`src/hw/rtl/vfd_pkg.sv`:
```
// ----------------------------------------------------------------------------
// vfd_pkg: shared types and constants for the velocity frame deframer
// Byte and frame types, register codes and reset defaults.
// ----------------------------------------------------------------------------
package vfd_pkg;

    localparam int FRAME_LEN = 8;
    localparam int CNT_W     = $clog2(FRAME_LEN);
    localparam int CFG_IDX_W = 2;

    typedef logic [7:0]       t_byte;
    typedef logic [CNT_W-1:0] t_count;

    // last slot of a frame (trailer position)
    localparam t_count LAST_IDX = t_count'(FRAME_LEN - 1);

    // reset defaults of the configuration registers
    localparam t_byte HEADER_DEFAULT  = 8'hA0;
    localparam t_byte START_DEFAULT   = 8'h06;
    localparam t_byte TRAILER_DEFAULT = 8'hA1;

    // configuration register indexes
    typedef enum logic [CFG_IDX_W-1:0] {
        CFG_HEADER  = 2'd0,
        CFG_START   = 2'd1,
        CFG_TRAILER = 2'd2
    } t_cfg_idx;

    typedef struct packed {
        t_byte header_byte;
        t_byte start_byte;
        t_byte trailer_byte;
    } t_cfg;

    typedef struct packed {
        logic [15:0] linear_x;
        logic [15:0] linear_y;
        logic [15:0] angular_z;
    } t_frame;

endpackage

```
`src/hw/rtl/vfd_parser.sv`:
```
// ----------------------------------------------------------------------------
// vfd_parser: frame detection and byte storage
// Tracks header/start detection, counts stored bytes and flags a complete
// frame whose last byte matches the trailer.
// ----------------------------------------------------------------------------
module vfd_parser
    import vfd_pkg::*;
(
    input  logic   i_clk,
    input  logic   i_rst_n,
    input  t_cfg   i_cfg,
    input  logic   i_step,
    input  t_byte  i_byte,
    output logic   o_hit,
    output t_frame o_frame
);

    logic   r_header_seen;
    logic   r_storing;
    t_count r_count;
    t_byte  r_frame [1:6];   // only the payload bytes are ever read

    logic   n_header_seen;
    logic   n_storing;
    t_count n_count;
    logic   w_armed;
    logic   w_start;
    logic   w_store;
    logic   w_done;

    // detection and counter next state
    always_comb begin
        w_armed       = r_header_seen | (i_byte == i_cfg.header_byte);
        w_start       = w_armed & (i_byte == i_cfg.start_byte);
        n_header_seen = w_armed & ~w_start;
        w_store       = r_storing | w_start;
        w_done        = w_store & (r_count == LAST_IDX);
        n_storing     = w_store & ~w_done;
        n_count       = r_count;
        if (w_store) begin
            n_count = w_done ? '0 : r_count + t_count'(1);
        end
    end

    // control state
    always_ff @(posedge i_clk) begin
        if (!i_rst_n) begin
            r_header_seen <= 1'b0;
            r_storing     <= 1'b0;
            r_count       <= '0;
        end else if (i_step) begin
            r_header_seen <= n_header_seen;
            r_storing     <= n_storing;
            r_count       <= n_count;
        end
    end

    // payload byte store, slots 1..6
    always_ff @(posedge i_clk) begin
        if (i_step && w_store && r_count >= t_count'(1) && r_count <= t_count'(6)) begin
            r_frame[r_count] <= i_byte;
        end
    end

    // the current byte is the last one; compare it directly
    assign o_hit              = w_done & (i_byte == i_cfg.trailer_byte);
    assign o_frame.linear_x  = {r_frame[1], r_frame[2]};
    assign o_frame.linear_y  = {r_frame[3], r_frame[4]};
    assign o_frame.angular_z = {r_frame[5], r_frame[6]};

`ifndef SYNTH
    // a nonzero count only exists while a frame is being stored
    a_count_implies_storing: assert property (@(posedge i_clk) disable iff (!i_rst_n)
        r_count != '0 |-> r_storing)
        else $error("byte count nonzero while not storing");

    // a hit only comes from the last slot of an active frame
    a_hit_at_last: assert property (@(posedge i_clk) disable iff (!i_rst_n)
        o_hit |-> (r_storing && r_count == LAST_IDX))
        else $error("frame hit outside the last slot");

    // a completed frame returns the counter to idle
    a_done_clears: assert property (@(posedge i_clk) disable iff (!i_rst_n)
        (i_step && o_hit) |=> (r_count == '0 && !r_storing))
        else $error("counter not cleared after frame end");
`endif

endmodule

```
`src/hw/rtl/velocity_frame_deframer_top.sv`:
```
// ----------------------------------------------------------------------------
// velocity_frame_deframer_top: serial velocity frame extractor
// Input register, frame parser and output register with valid/ready on both
// sides, plus the configuration register file.
// ----------------------------------------------------------------------------
// A frame's last byte reaches the output through the input register, then
//   the parser into the output register.
// Throughput: one byte per cycle; the input stalls only while the output
//   register holds an untaken result and the input register is full.
// Reset (synchronous, active low): clears flags, counter and valids and
//   loads the register defaults; the frame store is not cleared.
module velocity_frame_deframer_top
    import vfd_pkg::*;
(
    input  logic                 i_clk,
    input  logic                 i_rst_n,
    // configuration write port
    input  logic                 i_cfg_wr_en,
    input  logic [CFG_IDX_W-1:0] i_cfg_index,
    input  logic [7:0]           i_cfg_data,
    // byte input
    input  logic                 i_in_valid,
    output logic                 o_in_ready,
    input  logic [7:0]           i_rx_byte,
    // result output
    output logic                 o_out_valid,
    input  logic                 i_out_ready,
    output logic [15:0]          o_linear_x,
    output logic [15:0]          o_linear_y,
    output logic [15:0]          o_angular_z
);

    t_cfg   r_cfg;
    logic   r_in_valid;
    t_byte  r_in_byte;
    logic   r_out_valid;
    t_frame r_out;

    logic   w_adv;
    logic   w_step;
    logic   w_hit;
    t_frame w_frame;

    // configuration registers
    always_ff @(posedge i_clk) begin
        if (!i_rst_n) begin
            r_cfg.header_byte  <= HEADER_DEFAULT;
            r_cfg.start_byte   <= START_DEFAULT;
            r_cfg.trailer_byte <= TRAILER_DEFAULT;
        end else if (i_cfg_wr_en) begin
            unique case (t_cfg_idx'(i_cfg_index))
                CFG_HEADER:  r_cfg.header_byte  <= i_cfg_data;
                CFG_START:   r_cfg.start_byte   <= i_cfg_data;
                CFG_TRAILER: r_cfg.trailer_byte <= i_cfg_data;
                default:     ;
            endcase
        end
    end

    // pipeline advance: output register free or being drained
    assign w_adv      = !r_out_valid || i_out_ready;
    assign w_step     = r_in_valid && w_adv;
    assign o_in_ready = !r_in_valid || w_adv;

    // input register
    always_ff @(posedge i_clk) begin
        if (!i_rst_n) begin
            r_in_valid <= 1'b0;
        end else if (o_in_ready) begin
            r_in_valid <= i_in_valid;
        end
    end

    always_ff @(posedge i_clk) begin
        if (i_in_valid && o_in_ready) begin
            r_in_byte <= i_rx_byte;
        end
    end

    vfd_parser u_parser (
        .i_clk   (i_clk),
        .i_rst_n (i_rst_n),
        .i_cfg   (r_cfg),
        .i_step  (w_step),
        .i_byte  (r_in_byte),
        .o_hit   (w_hit),
        .o_frame (w_frame)
    );

    // output register
    always_ff @(posedge i_clk) begin
        if (!i_rst_n) begin
            r_out_valid <= 1'b0;
        end else if (w_adv) begin
            r_out_valid <= w_step && w_hit;
        end
    end

    always_ff @(posedge i_clk) begin
        if (w_step && w_hit) begin
            r_out <= w_frame;
        end
    end

    assign o_out_valid = r_out_valid;
    assign o_linear_x  = r_out.linear_x;
    assign o_linear_y  = r_out.linear_y;
    assign o_angular_z = r_out.angular_z;

`ifndef SYNTH
    // a result beat waiting for the sink is never dropped
    a_out_held: assert property (@(posedge i_clk) disable iff (!i_rst_n)
        (r_out_valid && !i_out_ready) |=> r_out_valid)
        else $error("result beat lost while stalled");

    // an accepted byte lands in the input register
    a_in_loaded: assert property (@(posedge i_clk) disable iff (!i_rst_n)
        (i_in_valid && o_in_ready) |=> r_in_valid)
        else $error("accepted beat not registered");

    // the parser only steps when the output side has room
    a_step_room: assert property (@(posedge i_clk) disable iff (!i_rst_n)
        w_step |-> (!r_out_valid || i_out_ready))
        else $error("parser stepped into a full output register");
`endif

endmodule
```
`config.mk`:
```
export PLATFORM = sky130hd
export DESIGN_NAME = velocity_frame_deframer_top
export DESIGN_NICKNAME = d
export VERILOG_FILES = /design/src/hw/rtl/vfd_pkg.sv /design/src/hw/rtl/vfd_parser.sv /design/src/hw/rtl/velocity_frame_deframer_top.sv
export SDC_FILE = /design/constraint.sdc
export NUM_CORES = 1
export LEC_CHECK = 0
export BUFFER_PORTS_ARGS = -buffer_cell sky130_fd_sc_hd__buf_2
export CAP_MARGIN = 25
export CORE_MARGIN = 2
export CORE_UTILIZATION = 44
export CTS_CLUSTER_DIAMETER = 200
export DETAILED_ROUTE_END_ITERATION = 6
export GPL_TIMING_DRIVEN = 0
export HOLD_SLACK_MARGIN = 0.15
export MAX_ROUTING_LAYER = met4
export SLEW_MARGIN = 20
export SYNTH_ARGS = -nofsm -noshare
export SYNTH_HDL_FRONTEND = slang
export SYNTH_HIERARCHICAL = 1
export SYNTH_SLANG_ARGS = --single-unit
```
`constraint.sdc`:
```
create_clock -name i_clk -period 6.7 [get_ports i_clk]
set_clock_uncertainty 0.1 [all_clocks]
set_input_delay 2.01 -clock i_clk [delete_from_list [all_inputs] [get_ports i_clk]]
set_output_delay 2.01 -clock i_clk [all_outputs]
set_load 0.02 [all_outputs]
```
==> results.ini <==
[power_and_ir_drop]
total_power_w = 0.00185
power_leakage_nw = 2.20
p_per_area_nw_per_um2 = 309
irDropWorstVdd_mv = 0.210

[global_routing]
grt_use_total_pct = 16.0
grt.overflow.total = 0
grt_max_degree = 27
grt_antenna_before_repair = 0
grtUsageMet1_pct = 19.0
grt_busiest_layer = met2
grt.met2_usage_pct = 25.2
grt_pass1_vias = 2430
grt_pass1_wl_mm = 13.0
grtUsageMet3_pct = 5.91

[critical_path]
criticalPathCategory = primary input to primary output
cp_max_fo = 3
endpoint_kind = primary output
crit_path_start_kind = primary input
worstPathRequired_ns = 4.59
cp.arrival_ns = 2.49

[finish]
final_common_cell = edfxtp_1
num-fill-cells = 867
drive_above_1_share_pct = 31.1
final_cell_mix = edfxtp_1, buf_2, nand2_1, dfxtp_1, mux2i_1
syn_to_final_growth_pct = 25.4
final_area_sq_um = 5990
diodes = 0
nNetsFinal = 406

[flow_run]
maxCapViolations = 0

[routing]
vias = 2532
first_pass_iters = 4
routedWlPerCell_um = 15.6
wirelength_mm = 8.29
ant_nets = 0
drc = 0
drtIter0Drc = 138
vias_per_cell = 4.76

[synth]
synth_compound_area_share_pct = 1.89
yosys.area.top_type = edfxtp_1
synth-simple-area-share_pct = 8.07
synth-seq-area-share_pct = 78.4
syn_area_sq_um = 4770
synth_edf_count = 104
synth_xor_area_share_pct = 4.40
synth_mux_area_share_pct = 5.03
synthAdderAreaFrac_pct = 0.786
synth_top_area_share_pct = 65.4
synthesis.nets = 309
ys_seq_elements = 135
synth.distinct_cells = 32
synthArstFlopShare_pct = 0
avgSynthCellArea_sq_um = 16.9
syn_inst = 283
ys_warn_count = 6
synth_top_family_by_area = simple AND/OR/NAND/NOR gates
yosys-top-cells-area = edfxtp_1, dfxtp_1, mux2i_1, xnor2_1, nand2_1
synthFlopType = edfxtp_1

[cts]
clock-sinks = 135
clockRootBuffer = clkbuf_8
hold_buffers = 0
clk-insertion-delay-late_ns = 0.51
cts_buffers = 17
cts-resized-gates = 0
cts_setup_buffers = 0
htree_levels = 4
cts.clk_slew.worst_paths_ns = 0.06
cts_tree = built
clock_path_buffers = 2

[sta]
finalSetupViolCount = 0
hold_viol = 0
drv_slew = 0
setup_tns_ns = 0
setup_slack_ns = 2.10
whs_ns = 0.313
maxSlewHeadroom_pct = 50.0
fmax_mhz = 217
rsz0062_at_grt = no
fin_crit_sh_pct = 68.6
worstMarginPinSlew_ns = 0.748
min_period_ns = 4.60

[floorplanning]
die_y_um = 108
core_area_sq_um = 10700
dieWidth_um = 108
dieArea_sq_um = 11700
io_pins = 73
row_count = 38
initial_utilization_pct = 44.6

[placed_design]
placed_area_sq_um = 5410
dp_slack_ns = 2.10
place.gp.congestion = 0.765
place_hpwl_mm = 5.77
io_buffers = 72

[worst_hold_path]
min_path_type = flip-flop to flip-flop

[status]
status = finished, final reports clean

==> worst max-delay path, cell delays in order <==
cell	delay [ns]
buf_2	0.10
nand3b_1	0.19
buf_2	0.19
==> through the flow <==
| step | util [%] | cells |
|---|---|---|
| 3_3_place_gp | 49.6 | 495 |
| 6_report | 56.0 | 532 |
| 5_1_grt | 56.0 | 532 |
| 3_5_place_dp | 50.5 | 501 |
| 2_1_floorplan | - | 283 |
| 4_1_cts | 55.9 | 532 |
==> registers in the layout (all words and copies together), names as in the netlist <==
name,flops
r_in_valid,1
o_angular_z,16
u_parser/r_storing,1
o_linear_y,16
u_parser/r_count,3
u_parser/r_header_seen,1
u_parser/r_frame,48
r_cfg,24
o_out_valid,1
o_linear_x,16
r_in_byte,8
==> final timing paths <==
| check | start | endpoint | slack, ns | depth (start not counted) |
|---|---|---|---|---|
| min reg2reg | u_parser/r_frame[5][2] | o_angular_z[10] | 0.31 | 0 |
| max reg2reg | r_in_byte[7] | o_angular_z[10] | 3.58 | 8 |
| min | u_parser/r_frame[5][2] | o_angular_z[10] | 0.31 | 0 |
| max | i_out_ready | o_in_ready | 2.10 | 3 |
==> where the power goes <==
part	leakage [nW]	internal [W]	switching, W	total, W
clock network	0.284	0.000562	0.000325	0.000888
logic	0.727	0.0000213	0.0000217	0.0000430
registers	1.19	0.000905	0.0000143	0.000919
total	2.20	0.00149	0.000361	0.00185
==> cells in the mapped netlist (all sizes together), types with 4 or more instances <==
cell type,count
edfxtp,104
dfxtp,31
nand2,31
mux2i,24
xnor2,20
inv,8
nor2b,7
nor4,6
nand4,5
clkbuf,4
o211ai,4
xor2,4
==> cell families after synthesis <==
family	Yosys count
flip-flops	135
multiplexers	24
adder cells (fa/ha/maj)	3
AO/OA/AOI/OAI	10
buffers and inverters	15
XOR/XNOR	24
AND/OR/NAND/NOR	72
==> layout make-up <==
cell class / count / area, sq um / area share, %
inverter: 8 / 30.0 / 0.502
clock buffer: 18 / 418 / 6.98
tap: 140 / 175 / 2.93
timing repair buffer: 78 / 420 / 7.02
multi-input combinational: 133 / 1010 / 16.8
clock inverter: 13 / 156 / 2.61
sequential: 135 / 3740 / 62.5
buffer: 7 / 36.3 / 0.606
==> metal layers <==
metal  up-vias  wire length (um)
met5         -                 0
met4         0               137
met3        13               473
met2        85              4020
met1      1193              3660
li1       1241                 -
Power figures use the tool's default switching activity.
